`src/hdl/plt_pkg.sv`:
```
package plt_pkg;

    // Request kinds
    localparam logic KIND_SET     = 1'b0;
    localparam logic KIND_RELEASE = 1'b1;

    // Lock kinds; every other code is invalid
    localparam logic [1:0] LK_READ  = 2'd0;
    localparam logic [1:0] LK_WRITE = 2'd1;

    // Result status codes
    localparam logic [2:0] ST_GRANTED    = 3'd0;
    localparam logic [2:0] ST_DONE       = 3'd1;
    localparam logic [2:0] ST_INVALID    = 3'd2;
    localparam logic [2:0] ST_WOULDBLOCK = 3'd3;
    localparam logic [2:0] ST_WAIT       = 3'd4;
    localparam logic [2:0] ST_FULL       = 3'd5;
    localparam logic [2:0] ST_RELEASED   = 3'd6;

    // Controller to datapath commands
    typedef struct packed {
        logic load;       // capture the request on an input transfer
        logic scan_step;  // advance the table scan by one entry
        logic commit;     // insert or mark after the scan
        logic emit;       // load the result register
    } cmd_t;

    // Datapath to controller status
    typedef struct packed {
        logic pre_reject; // request answered without a scan
        logic scan_done;  // last entry checked this cycle
    } sts_t;

endpackage

```
`src/hdl/plt_ctrl.sv`:
```
module plt_ctrl (
    input  logic          aclk,
    input  logic          aresetn,
    input  logic          s_valid,
    output logic          s_ready,
    output logic          m_valid,
    input  logic          m_ready,
    input  plt_pkg::sts_t sts,
    output plt_pkg::cmd_t cmd
);

    typedef enum logic [3:0] {
        IDLE   = 4'b0001,
        SCAN   = 4'b0010,
        COMMIT = 4'b0100,
        RESP   = 4'b1000
    } state_t;

    state_t state_reg, state_next;
    logic   m_valid_reg, m_valid_next;

    always_comb begin
        state_next = state_reg;
        cmd        = '0;
        s_ready    = 1'b0;
        unique case (state_reg)
            IDLE: begin
                s_ready = 1'b1;
                if (s_valid) begin
                    cmd.load   = 1'b1;
                    state_next = sts.pre_reject ? RESP : SCAN;
                end
            end
            SCAN: begin
                cmd.scan_step = 1'b1;
                if (sts.scan_done) begin
                    state_next = COMMIT;
                end
            end
            COMMIT: begin
                cmd.commit = 1'b1;
                state_next = RESP;
            end
            RESP: begin
                if (!m_valid_reg || m_ready) begin
                    cmd.emit   = 1'b1;
                    state_next = IDLE;
                end
            end
            default: begin
                state_next = IDLE;
            end
        endcase
    end

    always_comb begin
        if (cmd.emit) begin
            m_valid_next = 1'b1;
        end else if (m_ready) begin
            m_valid_next = 1'b0;
        end else begin
            m_valid_next = m_valid_reg;
        end
    end

    always_ff @(posedge aclk) begin
        if (!aresetn) begin
            state_reg   <= IDLE;
            m_valid_reg <= 1'b0;
        end else begin
            state_reg   <= state_next;
            m_valid_reg <= m_valid_next;
        end
    end

    assign m_valid = m_valid_reg;

`ifndef ASSERT_OFF
    a_emit_slot_free: assert property (@(posedge aclk) disable iff (!aresetn)
        cmd.emit |-> (!m_valid_reg || m_ready))
        else $error("result loaded over an untaken result");

    a_accept_leaves_idle: assert property (@(posedge aclk) disable iff (!aresetn)
        (s_valid && s_ready) |=> (state_reg != IDLE))
        else $error("controller stayed idle after an input transfer");
`endif

endmodule

```
`src/hdl/plt_datapath.sv`:
```
module plt_datapath #(
    parameter int TABLE_DEPTH = 16,
    parameter int TRANS_BITS  = 8
) (
    input  logic          aclk,
    input  logic          aresetn,
    input  plt_pkg::cmd_t cmd,
    output plt_pkg::sts_t sts,
    input  logic          s_kind,
    input  logic [7:0]    s_trans_id,
    input  logic          s_trans_done,
    input  logic [31:0]   s_position,
    input  logic [7:0]    s_span,
    input  logic [1:0]    s_lock_kind,
    input  logic          s_wait_ok,
    output logic [2:0]    m_status,
    output logic          m_wake_needed,
    output logic          m_any_read,
    output logic          m_any_write
);

    localparam int IDX_W = (TABLE_DEPTH > 1) ? $clog2(TABLE_DEPTH) : 1;
    localparam int CNT_W = $clog2(TABLE_DEPTH + 1);
    localparam int ENT_W = TRANS_BITS + 32;

    // Request
    logic                  kind_reg;
    logic [TRANS_BITS-1:0] owner_reg;
    logic [31:0]           pos_reg;
    logic                  req_write_reg;
    logic                  wait_ok_reg;
    logic [23:0]           tid_ext;
    logic                  kind_bad;

    // Table: owner and position in memory, flags in flops
    logic [ENT_W-1:0]       mem [TABLE_DEPTH];
    logic [ENT_W-1:0]       rdata_reg;
    logic [TABLE_DEPTH-1:0] valid_reg;
    logic [TABLE_DEPTH-1:0] write_reg;
    logic [TABLE_DEPTH-1:0] wanted_reg;
    logic [CNT_W-1:0]       rd_cnt_reg;
    logic [CNT_W-1:0]       wr_cnt_reg;

    // Scan
    logic [IDX_W-1:0] rd_idx_reg;
    logic [IDX_W-1:0] chk_idx_reg;
    logic             chk_vld_reg;
    logic             check_en;
    logic             e_valid;
    logic             e_write;
    logic             e_wanted;
    logic [TRANS_BITS-1:0] e_owner;
    logic [31:0]      e_pos;
    logic             hit_conf;
    logic             hit_free;
    logic             hit_release;

    logic             conf_found_reg;
    logic [IDX_W-1:0] conf_idx_reg;
    logic             free_found_reg;
    logic [IDX_W-1:0] free_idx_reg;
    logic             wake_reg;
    logic [2:0]       res_status_reg;
    logic             do_insert;

    assign tid_ext  = {16'b0, s_trans_id};
    assign kind_bad = (s_lock_kind != plt_pkg::LK_READ) && (s_lock_kind != plt_pkg::LK_WRITE);

    assign sts.pre_reject = (s_kind == plt_pkg::KIND_SET) &&
                            (s_trans_done || (s_span != 8'd1) || kind_bad);
    assign sts.scan_done  = chk_vld_reg && (chk_idx_reg == IDX_W'(TABLE_DEPTH - 1));

    assign check_en    = chk_vld_reg && cmd.scan_step;
    assign e_valid     = valid_reg[chk_idx_reg];
    assign e_write     = write_reg[chk_idx_reg];
    assign e_wanted    = wanted_reg[chk_idx_reg];
    assign e_owner     = rdata_reg[ENT_W-1:32];
    assign e_pos       = rdata_reg[31:0];
    assign hit_conf    = check_en && (kind_reg == plt_pkg::KIND_SET) && e_valid &&
                         (e_pos == pos_reg) && (req_write_reg || e_write);
    assign hit_free    = check_en && (kind_reg == plt_pkg::KIND_SET) && !e_valid;
    assign hit_release = check_en && (kind_reg == plt_pkg::KIND_RELEASE) && e_valid &&
                         (e_owner == owner_reg);
    assign do_insert   = cmd.commit && (kind_reg == plt_pkg::KIND_SET) &&
                         !conf_found_reg && free_found_reg;

    // Request capture and scan bookkeeping
    always_ff @(posedge aclk) begin
        if (cmd.load) begin
            kind_reg       <= s_kind;
            owner_reg      <= tid_ext[TRANS_BITS-1:0];
            pos_reg        <= s_position;
            req_write_reg  <= (s_lock_kind == plt_pkg::LK_WRITE);
            wait_ok_reg    <= s_wait_ok;
            rd_idx_reg     <= '0;
            conf_found_reg <= 1'b0;
            free_found_reg <= 1'b0;
            wake_reg       <= 1'b0;
            if (s_kind == plt_pkg::KIND_RELEASE) begin
                res_status_reg <= plt_pkg::ST_RELEASED;
            end else if (s_trans_done) begin
                res_status_reg <= plt_pkg::ST_DONE;
            end else begin
                res_status_reg <= plt_pkg::ST_INVALID;
            end
        end else begin
            if (cmd.scan_step) begin
                if (rd_idx_reg == IDX_W'(TABLE_DEPTH - 1)) begin
                    rd_idx_reg <= '0;
                end else begin
                    rd_idx_reg <= rd_idx_reg + IDX_W'(1);
                end
            end
            // keep only the lowest conflicting and lowest free entry
            if (hit_conf && !conf_found_reg) begin
                conf_found_reg <= 1'b1;
                conf_idx_reg   <= chk_idx_reg;
            end
            if (hit_free && !free_found_reg) begin
                free_found_reg <= 1'b1;
                free_idx_reg   <= chk_idx_reg;
            end
            if (hit_release && e_wanted) begin
                wake_reg <= 1'b1;
            end
            if (cmd.commit && (kind_reg == plt_pkg::KIND_SET)) begin
                if (conf_found_reg) begin
                    res_status_reg <= wait_ok_reg ? plt_pkg::ST_WAIT : plt_pkg::ST_WOULDBLOCK;
                end else if (!free_found_reg) begin
                    res_status_reg <= plt_pkg::ST_FULL;
                end else begin
                    res_status_reg <= plt_pkg::ST_GRANTED;
                end
            end
        end
    end

    always_ff @(posedge aclk) begin
        if (!aresetn) begin
            chk_vld_reg <= 1'b0;
        end else if (cmd.load) begin
            chk_vld_reg <= 1'b0;
        end else begin
            chk_vld_reg <= cmd.scan_step;
        end
    end

    // Table memory: one write port, one registered read port
    always_ff @(posedge aclk) begin
        if (do_insert) begin
            mem[free_idx_reg] <= {owner_reg, pos_reg};
        end
        rdata_reg   <= mem[rd_idx_reg];
        chk_idx_reg <= rd_idx_reg;
    end

    // Entry flags and lock counts
    always_ff @(posedge aclk) begin
        if (!aresetn) begin
            valid_reg  <= '0;
            wanted_reg <= '0;
            rd_cnt_reg <= '0;
            wr_cnt_reg <= '0;
        end else begin
            if (hit_release) begin
                valid_reg[chk_idx_reg]  <= 1'b0;
                wanted_reg[chk_idx_reg] <= 1'b0;
                if (e_write) begin
                    wr_cnt_reg <= wr_cnt_reg - CNT_W'(1);
                end else begin
                    rd_cnt_reg <= rd_cnt_reg - CNT_W'(1);
                end
            end
            if (cmd.commit && (kind_reg == plt_pkg::KIND_SET) && conf_found_reg &&
                wait_ok_reg) begin
                wanted_reg[conf_idx_reg] <= 1'b1;
            end
            if (do_insert) begin
                valid_reg[free_idx_reg]  <= 1'b1;
                wanted_reg[free_idx_reg] <= 1'b0;
                if (req_write_reg) begin
                    wr_cnt_reg <= wr_cnt_reg + CNT_W'(1);
                end else begin
                    rd_cnt_reg <= rd_cnt_reg + CNT_W'(1);
                end
            end
        end
    end

    always_ff @(posedge aclk) begin
        if (do_insert) begin
            write_reg[free_idx_reg] <= req_write_reg;
        end
    end

    // Result register
    always_ff @(posedge aclk) begin
        if (cmd.emit) begin
            m_status      <= res_status_reg;
            m_wake_needed <= wake_reg;
            m_any_read    <= (rd_cnt_reg != '0);
            m_any_write   <= (wr_cnt_reg != '0);
        end
    end

`ifndef ASSERT_OFF
    a_count_bound: assert property (@(posedge aclk) disable iff (!aresetn)
        ({1'b0, rd_cnt_reg} + {1'b0, wr_cnt_reg}) <= (CNT_W + 1)'(TABLE_DEPTH))
        else $error("held lock count exceeds table depth");

    a_conflict_no_insert: assert property (@(posedge aclk) disable iff (!aresetn)
        (cmd.commit && conf_found_reg) |=> ($stable(rd_cnt_reg) && $stable(wr_cnt_reg)))
        else $error("lock inserted despite a conflict");
`endif

endmodule

```
`src/hdl/position_lock_table.sv`:
```
// A set request rejected on its own fields skips the scan; any other request is
//   answered after a scan of the whole table and a commit step.
// A request is taken only after the last result is loaded; the pace is set by the
//   scan, reading one entry per cycle from the entry memory's single read port.
// Reset (aresetn low, synchronous): all entries invalid, counts zero, no result held.
module position_lock_table #(
    parameter int TABLE_DEPTH = 16,
    parameter int TRANS_BITS  = 8
) (
    input  logic        aclk,
    input  logic        aresetn,
    // request channel
    input  logic        s_valid,
    output logic        s_ready,
    input  logic        s_kind,
    input  logic [7:0]  s_trans_id,
    input  logic        s_trans_done,
    input  logic [31:0] s_position,
    input  logic [7:0]  s_span,
    input  logic [1:0]  s_lock_kind,
    input  logic        s_wait_ok,
    // result channel
    output logic        m_valid,
    input  logic        m_ready,
    output logic [2:0]  m_status,
    output logic        m_wake_needed,
    output logic        m_any_read,
    output logic        m_any_write
);

    // Commands flow controller to datapath; status flows back.
    plt_pkg::cmd_t cmd;
    plt_pkg::sts_t sts;

    // Controller: accept a transfer, scan and commit unless its fields reject it,
    // then hold the result until the result channel takes the transfer.
    plt_ctrl u_ctrl (
        .aclk    (aclk),
        .aresetn (aresetn),
        .s_valid (s_valid),
        .s_ready (s_ready),
        .m_valid (m_valid),
        .m_ready (m_ready),
        .sts     (sts),
        .cmd     (cmd)
    );

    // Datapath: lock table, scan compare, insert/mark/release, lock counts
    // that feed the any-read and any-write flags, and the result register.
    plt_datapath #(
        .TABLE_DEPTH (TABLE_DEPTH),
        .TRANS_BITS  (TRANS_BITS)
    ) u_datapath (
        .aclk          (aclk),
        .aresetn       (aresetn),
        .cmd           (cmd),
        .sts           (sts),
        .s_kind        (s_kind),
        .s_trans_id    (s_trans_id),
        .s_trans_done  (s_trans_done),
        .s_position    (s_position),
        .s_span        (s_span),
        .s_lock_kind   (s_lock_kind),
        .s_wait_ok     (s_wait_ok),
        .m_status      (m_status),
        .m_wake_needed (m_wake_needed),
        .m_any_read    (m_any_read),
        .m_any_write   (m_any_write)
    );

endmodule

```
`config.mk`:
```
export PLATFORM = sky130hd
export DESIGN_NAME = position_lock_table
export DESIGN_NICKNAME = d
export VERILOG_FILES = /design/src/hdl/plt_pkg.sv /design/src/hdl/plt_ctrl.sv /design/src/hdl/plt_datapath.sv /design/src/hdl/position_lock_table.sv
export SDC_FILE = /design/constraint.sdc
export NUM_CORES = 1
export LEC_CHECK = 0
export BUFFER_PORTS_ARGS = -buffer_cell sky130_fd_sc_hd__buf_2
export CAP_MARGIN = 15
export CORE_MARGIN = 1
export CORE_UTILIZATION = 60
export CTS_CLUSTER_DIAMETER = 120
export CTS_CLUSTER_SIZE = 8
export DETAILED_ROUTE_END_ITERATION = 8
export PLACE_DENSITY_LB_ADDON = 0.08
export SYNTH_ARGS = -nofsm -noshare
export SYNTH_HDL_FRONTEND = slang
export SYNTH_SLANG_ARGS = --single-unit
export TNS_END_PERCENT = 100
```
`constraint.sdc`:
```
create_clock -name aclk -period 10 [get_ports aclk]
set_input_delay 1.5 -clock aclk [delete_from_list [all_inputs] [get_ports aclk]]
set_output_delay 1.5 -clock aclk [all_outputs]
set_load 0.01 [all_outputs]
```
==> reports/metrics.cfg, run 1 <==
[cts]
cts_made_buffers = 111
cts_resized = 0
cts-root-buf = clkbuf_16
clkSlewWorstSetupHoldPaths_ns = 0.05
htreeDepth = 3
hold_buffers = 0
cts_tree = yes
post_cts_buffers = 0
clock_path_buffers = 3
clk-insertion-delay-late_ns = 0.65
clock-sinks = 815

[final_layout]
nFillCells = 3095
final_cell_mix = 716 x edfxtp_1, 213 x mux4_2, 113 x clkbuf_16
area_growth_pct = 14.3
final_util = 0.697
final_common_cell = edfxtp_1
drive_gt1_frac = 0.271
antenna_cells = 0
layout.nets = 1650
multiInputGateArea_um2 = 7000
largest_reg_flops = 640
final_cell_area_um2 = 35100
layout.area.seq_um2 = 23500

[die]
num_rows = 82
ioPinCount = 65
die-area_um2 = 52100
die_h_um = 228
die_w_um = 228
start_util = 0.610
core-area_um2 = 50400

[worst_setup_path]
critPathSlowestCell = nor4_1
r2r_end = u_datapath.free_idx_reg[1]
worstPathRequired_ns = 10.27
cp-start-kind = flip-flop
crit_start = u_datapath.chk_idx_reg[0]
endpoint_kind = flip-flop
regToRegStartpoint = u_datapath.chk_idx_reg[0]
crit_path_end = u_datapath.free_idx_reg[1]
cp.arrival_ns = 3.78
worstRegToRegCells = 5
cp_max_fo = 13
rrSetupSlack_ns = 6.49
crit_chain = buf_4, mux4_2, a22oi_1, nand3_1, nor4_1
critical_path_class = flip-flop to flip-flop
slowest_delay_ns = 0.96

[sta]
hold_slack_ns = 0.419
fin_crit_ns = 3.51
fin_skew_ns = 0.0169
tightest_slew_ns = 1.16
max_freq_ghz = 0.285
slew_viol_final = 0
timing.final.crit_share = 0.351
final_hold_viol_count = 0
tns_ns = 0
rsz0062_at_grt = false
finalSetupViolCount = 0
slew_headroom = 0.230

[routing]
wirelength_um = 66000
ant_nets = 0
drc = 0
drt_iter0_drc = 1892
dr.pass1.iters = 6
vias = 15000
routed_via_density = 6.41
routedWlPerCell_um = 28.2

[place]
gp_congestion = 0.828
dpl.hpwl_um = 33400
portBuffers = 64
place_area_um2 = 32000

[global_route]
antenna_found_initial = 0
overflow = 0
grt_max_degree = 113
grt_pass1_wl_um = 98600
grt_pass1_vias = 15500
grt_usage = 0.262

[yosys]
syn-num-nets = 1510
synth_compound_area_frac = 0.0207
synth_top_family_by_area = multiplexers
synth_xor_xnor_area_share = 0.0120
synth_area_um2 = 30700
synthCells = 1448
yosysTopAreaCell = edfxtp_1
ys_seq_area_frac = 0.764
ys.flop_type = edfxtp_1
syn_avg_cell_area_um2 = 21.2
synth_area_leaders = edfxtp_1 70%, mux4_2 16%, dfxtp_1 6.4%
post_synth_mux_area_share = 0.157
ys_warn_count = 0
synth_edf_count = 716
synth-adder-area-share = 0.00204
synth_top_area_share = 0.699
ys_types = 55
synth-simple-area-share = 0.0323
ys_seq_elements = 815
synthArstFlopShare = 0

[hold_path]
hold_path_class = flip-flop to flip-flop

[power]
power_density_nw_per_um2 = 214
vdd_drop_max_v = 0.000185
cellLeakagePower_nw = 10.9

[status]
status = finished, final reports clean

[job]
cap_violations = 0

==> cell type report <==
type	count	area share
Inverter	28	0.00299
Timing Repair Buffer	91	0.0152
Tap cell	672	0.0239
Clock buffer	188	0.0885
Clock inverter	3	0.00118
Multi-Input combinational cell	541	0.199
Sequential cell	815	0.669
==> critical path, delay by kind of cell, from the launching register on <==
kind            cells  cell delay, ns
flops               1            0.55
compound gates      1            0.20
mux                 1            0.54
buf+inv             1            0.33
simple gates        2            1.51
==> logic make-up after synthesis <==
family	after synthesis
flip-flops	815
multiplexers	216
AND/OR/NAND/NOR	182
AO/OA/AOI/OAI	96
buffers and inverters	92
XOR/XNOR	42
adder cells (fa/ha/maj)	5
==> worst min-delay path by stage <==
stage	start	to	cells past startpoint
5_1_grt	u_datapath.res_status_reg[1]	u_datapath.m_status[1]	0
4_1_cts	u_datapath.res_status_reg[1]	u_datapath.m_status[1]	0
3_5_place_dp	u_datapath.res_status_reg[1]	u_datapath.m_status[1]	0
3_3_place_gp	u_datapath.res_status_reg[2]	u_datapath.m_status[2]	0
2_1_floorplan	u_datapath.rd_idx_reg[2]	u_datapath.chk_idx_reg[2]	0
6_report	u_datapath.res_status_reg[1]	u_datapath.m_status[1]	0
==> synth_stat cells (all sizes together) (2+ instances only) <==
library cell,number
xor2,22
or2,2
a21oi,41
a21boi,2
nand2b,6
o31ai,12
nor4b,4
mux4,213
and2,3
inv,26
nor4,12
nand3b,3
buf,28
nor3b,9
nand2,53
nor2b,6
nor3,6
a31oi,3
dfxtp,99
o21ai,7
xnor2,20
ha,5
clkinv,2
or3,3
nand4,17
mux2i,3
and3,7
nand3,15
clkbuf,36
o311ai,20
edfxtp,716
nor2,32
a21o,4
==> through the flow <==
step | power (mW) | std cells | worst slack [ns]
detailed placement | 4.18 | 2147 | 6.32
global placement | 4.17 | 2147 | 6.36
floorplan | 4.08 | 1448 | 5.40
finish | 7.51 | 2338 | 6.49
CTS | 7.56 | 2338 | 6.47
global route | 7.73 | 2338 | 6.26
==> per-layer routing <==
metal,part of all wire,track usage,vias up
met4,0.026,0.0847,0
met1,0.41,0.369,7921
met5,0,0,-
li1,-,-,6310
met2,0.50,0.424,618
met3,0.063,0.0448,130
==> report_power, final <==
| group | internal [mW] | switching (mW) | total [mW] |
|---|---|---|---|
| clock | 2.08 | 1.32 | 3.40 |
| combinational | 0.121 | 0.118 | 0.239 |
| sequential | 3.79 | 0.0905 | 3.88 |
| total | 5.98 | 1.53 | 7.51 |
(Power assumes the default switching activity.)
==> inputs of run 2 (changes only) <==
--- a/config.mk
+++ b/config.mk
@@ -8,7 +8,7 @@
 export BUFFER_PORTS_ARGS = -buffer_cell sky130_fd_sc_hd__buf_2
 export CAP_MARGIN = 15
 export CORE_MARGIN = 1
-export CORE_UTILIZATION = 60
+export CORE_UTILIZATION = 56
 export CTS_CLUSTER_DIAMETER = 120
 export CTS_CLUSTER_SIZE = 8
 export DETAILED_ROUTE_END_ITERATION = 8
==> constraint.sdc (replaced) <==
create_clock -name aclk -period 3.2 [get_ports aclk]
set_input_delay 0.48 -clock aclk [delete_from_list [all_inputs] [get_ports aclk]]
set_output_delay 0.48 -clock aclk [all_outputs]
set_load 0.01 [all_outputs]
==> run 2 against run 1 <==
Net effect:
- register-to-register slack got worse by 6.2 ns
- die area is 7.1% higher
- worst setup slack got worse by 6.2 ns
- largest power group unchanged
- sequential power increased to 3.1 times the previous value
- critical path type unchanged
- critical path depth increased by 1
- fmax up 20%
- combinational power increased to 3.8 times the previous value
- cell count rose by 4.2%
==> reports/metrics.cfg, run 2 (synthesized netlist as in run 1, its figures left out) <==
[place]
dp.cells = 2213  ; was 2147
dpl.hpwl_um = 35500  ; was 33400 µm
gp_congestion = 0.815  ; was 0.828
portBuffers = 64  ; unchanged

[final_layout]
largest_reg_flops = 640  ; unchanged
layoutNonFillerInstCount = 2436  ; was 2338
layout.nets = 1719  ; was 1650
drive_gt1_frac = 0.286  ; was 0.271
layout.area.seq_um2 = 23500  ; unchanged
antenna_cells = 0  ; unchanged
nFillCells = 3525  ; was 3095
final_common_cell = edfxtp_1  ; unchanged
area_growth_pct = 17.2  ; was 14.3%
final_cell_mix = 716 x edfxtp_1, 213 x mux4_2, 112 x clkbuf_16  ; was 716 x edfxtp_1, 213 x mux4_2, 113 x clkbuf_16
multiInputGateArea_um2 = 7010  ; was 7000 µm²

[hold_path]
min_to = u_datapath.pos_reg[4]  ; was u_datapath.m_status[1]
holdPathStages = 1  ; was 0
hp-start = s_position[4]  ; was u_datapath.res_status_reg[1]
hold_path_class = input port to flip-flop  ; was flip-flop to flip-flop

[routing]
routedWlPerCell_um = 27.5  ; was 28.2 µm
ant_nets = 0  ; unchanged
routed_via_density = 6.18  ; was 6.41
vias = 15000  ; about the same
dr.pass1.iters = 5  ; was 6
drt_iter0_drc = 1482  ; was 1892
drc = 0  ; unchanged
wirelength_um = 67000  ; was 66000 µm

[worst_setup_path]
critical_path_class = flip-flop to flip-flop  ; unchanged
slowest_delay_ns = 0.60  ; was 0.96 ns
path_buf_inv = 1  ; unchanged
endpoint_kind = flip-flop  ; unchanged
critPathSlowestCell = edfxtp_1  ; was nor4_1
crit_chain = xor2_1, nor4_2, buf_4, nand4_1, nor4_1, o2111a_1  ; was buf_4, mux4_2, a22oi_1, nand3_1, nor4_1
r2r_end = u_datapath.conf_idx_reg[3]  ; was u_datapath.free_idx_reg[1]
cp-start-kind = flip-flop  ; unchanged
worstPathRequired_ns = 3.55  ; was 10.27 ns
worstRegToRegCells = 6  ; was 5
critical_path.top_delay_family = simple AND/OR/NAND/NOR gates  ; unchanged
cp.arrival_ns = 3.28  ; was 3.78 ns
regToRegStartpoint = u_datapath.pos_reg[3]  ; was u_datapath.chk_idx_reg[0]
rrSetupSlack_ns = 0.26  ; was 6.49 ns
cp_max_fo = 17  ; was 13

[power]
total_power_mw = 23.6  ; was 7.51 mW
vdd_drop_max_v = 0.000569  ; was 0.000185 V
power_density_nw_per_um2 = 656  ; was 214 nW/µm²
cellLeakagePower_nw = 11.3  ; was 10.9 nW

[global_route]
grt_max_degree = 77  ; was 113
busiest_layer = met2  ; unchanged
grt_usage = 0.247  ; was 0.262
grt_pass1_vias = 15600  ; was 15500
grt_use_met1 = 0.354  ; was 0.369
antenna_found_initial = 0  ; unchanged
overflow = 0  ; unchanged
groute.layer.met3.usage = 0.0424  ; was 0.0448
grt_pass1_wl_um = 99900  ; was 98600 µm
met2_usage = 0.395  ; was 0.424

[sta]
finalSetupViolCount = 0  ; unchanged
final_hold_viol_count = 0  ; unchanged
slew_viol_final = 0  ; unchanged
hold_slack_ns = 0.0334  ; was 0.419 ns
timing.final.crit_share = 0.917  ; was 0.351
tns_ns = 0  ; unchanged
slew_headroom = 0.314  ; was 0.230
tightest_slew_ns = 1.01  ; was 1.16 ns
max_freq_ghz = 0.341  ; was 0.285 GHz
fin_skew_ns = 0.0213  ; was 0.0169 ns
rsz0062_at_grt = false  ; unchanged
fin_crit_ns = 2.94  ; was 3.51 ns

[die]
die_w_um = 236  ; was 228 µm
ioPinCount = 65  ; unchanged
die-area_um2 = 55800  ; was 52100 µm²
die_h_um = 236  ; was 228 µm
num_rows = 85  ; was 82
start_util = 0.569  ; was 0.610
core-area_um2 = 54000  ; was 50400 µm²

[cts]
cts_tree = yes  ; unchanged
clock-sinks = 815  ; unchanged
clk-insertion-delay-late_ns = 0.66  ; was 0.65 ns
cts_made_buffers = 111  ; unchanged
clkSlewWorstSetupHoldPaths_ns = 0.05  ; about the same
htreeDepth = 3  ; unchanged
cts-root-buf = clkbuf_16  ; unchanged
clock_path_buffers = 3  ; unchanged

[status]
status = finished, final reports clean  ; unchanged

[job]
cap_violations = 0  ; unchanged

==> run 2: cell types whose count changed in the layout (fill, tap and decap cells not counted), sizes merged <==
cell	change
inv	+2
dlygate4sd3	+27
clkbuf	+2
clkinv	+1
buf	+42
==> run 2: layout make-up <==
class,instances,area share
clock buffer,190,0.0859
clock inverter,6,0.00240
inverter,28,0.00292
multi-input combinational,541,0.195
sequential,815,0.652
tap,696,0.0242
timing repair buffer,160,0.0377
==> run 2: power by group <==
group          total [mW]  internal (mW)  switching [mW]
combinational       0.913          0.448           0.466
clock                10.7           6.48            4.19
sequential           12.0           11.8           0.215
==> run 2: what timing repair did <==
action                                 CTS  global route
resized for setup                        0             1
setup endpoints to repair                0             4
hold buffers                            27             0
endpoints found under the hold margin   27             0
setup buffers                            0             0
==> run 2: stage by stage <==
stage	utilization	cell area, µm²	setup slack, ns
after floorplan	-	30700	-1.40
after global placement	0.603	32600	0.250
after detailed placement	0.603	32600	0.109
after CTS	0.667	36000	0.0317
after global routing	0.667	36000	0.0955
final	0.667	36000	0.265
==> run 2: worst max-delay path by stage <==
stage | end | slack, ns | start | depth (start not counted)
after floorplan | u_datapath.mem[9][0] | -1.40 | u_ctrl.state_reg[0] | 5
after global placement | u_datapath.conf_idx_reg[0] | 0.25 | u_datapath.pos_reg[3] | 6
after detailed placement | u_datapath.conf_idx_reg[0] | 0.11 | u_datapath.pos_reg[3] | 6
after CTS | u_datapath.conf_idx_reg[0] | 0.03 | u_datapath.pos_reg[3] | 6
after global routing | u_datapath.conf_idx_reg[3] | 0.1 | u_datapath.pos_reg[3] | 6
final | u_datapath.conf_idx_reg[3] | 0.26 | u_datapath.pos_reg[3] | 6
==> run 2: routing by layer <==
| layer | up-vias | routed length [µm] | part of all wire |
|---|---|---|---|
| li1 | 6457 | - | - |
| met1 | 8015 | 28500 | 0.43 |
| met2 | 485 | 33100 | 0.49 |
| met3 | 92 | 4170 | 0.062 |
| met4 | 0 | 1220 | 0.018 |
| met5 | - | 0 | 0 |
==> run 2: worst register-to-register path, cell delays in order, from the launching register on <==
cell and delay (ns):
edfxtp_1 0.60, xor2_1 0.28, nor4_2 0.41, buf_4 0.18
nand4_1 0.28, nor4_1 0.50, o2111a_1 0.38
==> inputs of run 3 (changes only) <==
--- a/config.mk
+++ b/config.mk
@@ -7,7 +7,6 @@
 export LEC_CHECK = 0
 export BUFFER_PORTS_ARGS = -buffer_cell sky130_fd_sc_hd__buf_2
 export CAP_MARGIN = 15
-export CORE_MARGIN = 1
 export CORE_UTILIZATION = 56
 export CTS_CLUSTER_DIAMETER = 120
 export CTS_CLUSTER_SIZE = 8
==> constraint.sdc (replaced) <==
create_clock -name aclk -period 2.7 [get_ports aclk]
set_input_delay 0.405 -clock aclk [delete_from_list [all_inputs] [get_ports aclk]]
set_output_delay 0.405 -clock aclk [all_outputs]
set_load 0.01 [all_outputs]
==> run 3 against run 2 <==
Net effect:
- flip-flop and latch count is the same
- highest routed layer unchanged
- largest cell class unchanged
- clock power grew 18%
- combinational power grew 41%
- die area is the same
- clock skew grew 0.0028 ns
- critical endpoint is now u_datapath.rd_cnt_reg[2]
- register-to-register slack lost 0.10 ns
- global-route usage grew 0.94 points
- clock-buffer cell count grew 1
- first-iteration DRC count shrank 8.5%
- cell count grew 2.3%
==> reports/metrics.cfg, run 3 (synthesized netlist as in run 1, its figures left out) <==
[status]
status = finished, final reports clean  ; unchanged

[final_layout]
final_cell_mix = 716 x edfxtp_1, 213 x mux4_2, 113 x clkbuf_16  ; was 716 x edfxtp_1, 213 x mux4_2, 112 x clkbuf_16
antenna_cells = 0  ; unchanged
drive_gt1_frac = 0.301  ; was 0.286
final_cell_area_um2 = 36700  ; was 36000 µm²
area_growth_pct = 19.2  ; was 17.2%
layout.nets = 1776  ; was 1719
final_common_cell = edfxtp_1  ; unchanged
largest_reg_flops = 640  ; unchanged

[cts]
clock_path_buffers = 3  ; unchanged
clkSlewWorstSetupHoldPaths_ns = 0.05  ; about the same
clock-sinks = 815  ; unchanged
cts_tree = yes  ; unchanged
htreeDepth = 3  ; unchanged
cts_made_buffers = 111  ; unchanged
post_cts_buffers = 0  ; unchanged
cts-root-buf = clkbuf_16  ; unchanged
clk-insertion-delay-late_ns = 0.66  ; about the same

[die]
num_rows = 85  ; unchanged
start_util = 0.569  ; unchanged
die_w_um = 236  ; unchanged
die_h_um = 236  ; unchanged
ioPinCount = 65  ; unchanged
core-area_um2 = 54000  ; unchanged
die-area_um2 = 55800  ; unchanged

[power]
power_density_nw_per_um2 = 765  ; was 656 nW/µm²
total_power_mw = 28.1  ; was 23.6 mW
cellLeakagePower_nw = 11.6  ; was 11.3 nW
vdd_drop_max_v = 0.000544  ; was 0.000569 V

[worst_setup_path]
worstPathRequired_ns = 3.26  ; was 3.55 ns
cp_max_fo = 11  ; was 17
endpoint_kind = flip-flop  ; unchanged
critPathSlowestCell = dfxtp_1  ; was edfxtp_1
cp-start-kind = flip-flop  ; unchanged
cp.arrival_ns = 3.10  ; was 3.28 ns
critical_path_class = flip-flop to flip-flop  ; unchanged
crit_chain = buf_4, mux4_2, nand3_1, and4_1, nand4_1, a21o_1, a21oi_1  ; was xor2_1, nor4_2, buf_4, nand4_1, nor4_1, o2111a_1
slowest_delay_ns = 0.61  ; was 0.60 ns

[global_route]
grt_pass1_wl_um = 103000  ; was 99900 µm
overflow = 0  ; unchanged
grt_pass1_vias = 15900  ; was 15600
antenna_found_initial = 0  ; unchanged
grt_max_degree = 53  ; was 77
grt_usage = 0.257  ; was 0.247

[sta]
slew_viol_final = 0  ; unchanged
rsz0062_at_grt = false  ; unchanged
fin_crit_ns = 2.54  ; was 2.94 ns
finalSetupViolCount = 0  ; unchanged
final_hold_viol_count = 0  ; unchanged
max_freq_ghz = 0.394  ; was 0.341 GHz
tightest_slew_ns = 0.873  ; was 1.01 ns
slew_headroom = 0.412  ; was 0.314
fin_skew_ns = 0.0242  ; was 0.0213 ns
timing.final.crit_share = 0.940  ; was 0.917

[routing]
routedWlPerCell_um = 27.7  ; was 27.5 µm
drc = 0  ; unchanged
dr.pass1.iters = 5  ; unchanged
wirelength_um = 69000  ; was 67000 µm
vias = 15300  ; was 15000
drt_iter0_drc = 1356  ; was 1482
routed_via_density = 6.15  ; was 6.18
ant_nets = 0  ; unchanged

[place]
gp_congestion = 0.826  ; was 0.815
dpl.hpwl_um = 37400  ; was 35500 µm
place_area_um2 = 33000  ; was 32600 µm²
portBuffers = 64  ; unchanged

[hold_path]
hold_path_class = input port to flip-flop  ; unchanged

[job]
cap_violations = 0  ; unchanged

## run 3: worst paths after layout
check	start	to	slack (ns)	cells past startpoint
worst min-delay path	s_lock_kind[1]	u_datapath.req_write_reg	0.06	2
worst max-delay path	u_datapath.chk_idx_reg[0]	u_datapath.rd_cnt_reg[2]	0.16	7
worst min register to register	u_datapath.res_status_reg[0]	u_datapath.m_status[0]	0.43	0
worst max register to register	u_datapath.chk_idx_reg[0]	u_datapath.rd_cnt_reg[2]	0.16	7
## run 3: routing by layer
metal	share of wire	track usage	up-vias
li1	-	-	6576
met1	0.41	0.357	8117
met2	0.50	0.419	541
met3	0.066	0.0468	98
met4	0.018	0.0763	0
met5	0	0	-
## run 3: final cells by class
class / instances / area (µm²)
sequential: 815 / 23500
inverter: 28 / 105
clock inverter: 4 / 35.0
multi-input combinational: 541 / 7050
timing repair buffer: 217 / 1970
tap: 696 / 871
clock buffer: 191 / 3120
fill: 3515 / 17400
## run 3: power by group
| group | switching [mW] | total, mW | internal (mW) |
|---|---|---|---|
| sequential | 0.143 | 14.2 | 14.0 |
| clock | 4.90 | 12.6 | 7.70 |
| combinational | 0.689 | 1.29 | 0.605 |
| total | 5.73 | 28.1 | 22.3 |
## run 3: metrics by stage
step                utilization  cells  worst slack, ns  TNS (ns)  hold slack (ns)
floorplan                     -   1448           -0.663   -251.87            0.329
global placement          0.612   2255           -0.392     -1.81            0.407
detailed placement        0.612   2255           -0.386     -1.78            0.412
CTS                       0.678   2492          0.00421         0           0.0316
global route              0.678   2492          0.00532         0           0.0500
finish                    0.678   2492            0.161         0           0.0616
## run 3: what timing repair did
action,CTS,global route
resized for setup,3,2
endpoints found under the setup margin,5,4
hold endpoints to repair,42,0
pin swaps,0,1
hold buffers,42,0
## run 3: critical path: cells and delay by family (launching register included)
| family | cells | cell delay (ns) |
|---|---|---|
| AOI/OAI and AO/OA | 2 | 0.34 |
| buffers and inverters | 1 | 0.32 |
| DFF | 1 | 0.61 |
| muxes | 1 | 0.53 |
| and+or+nand+nor | 3 | 0.63 |
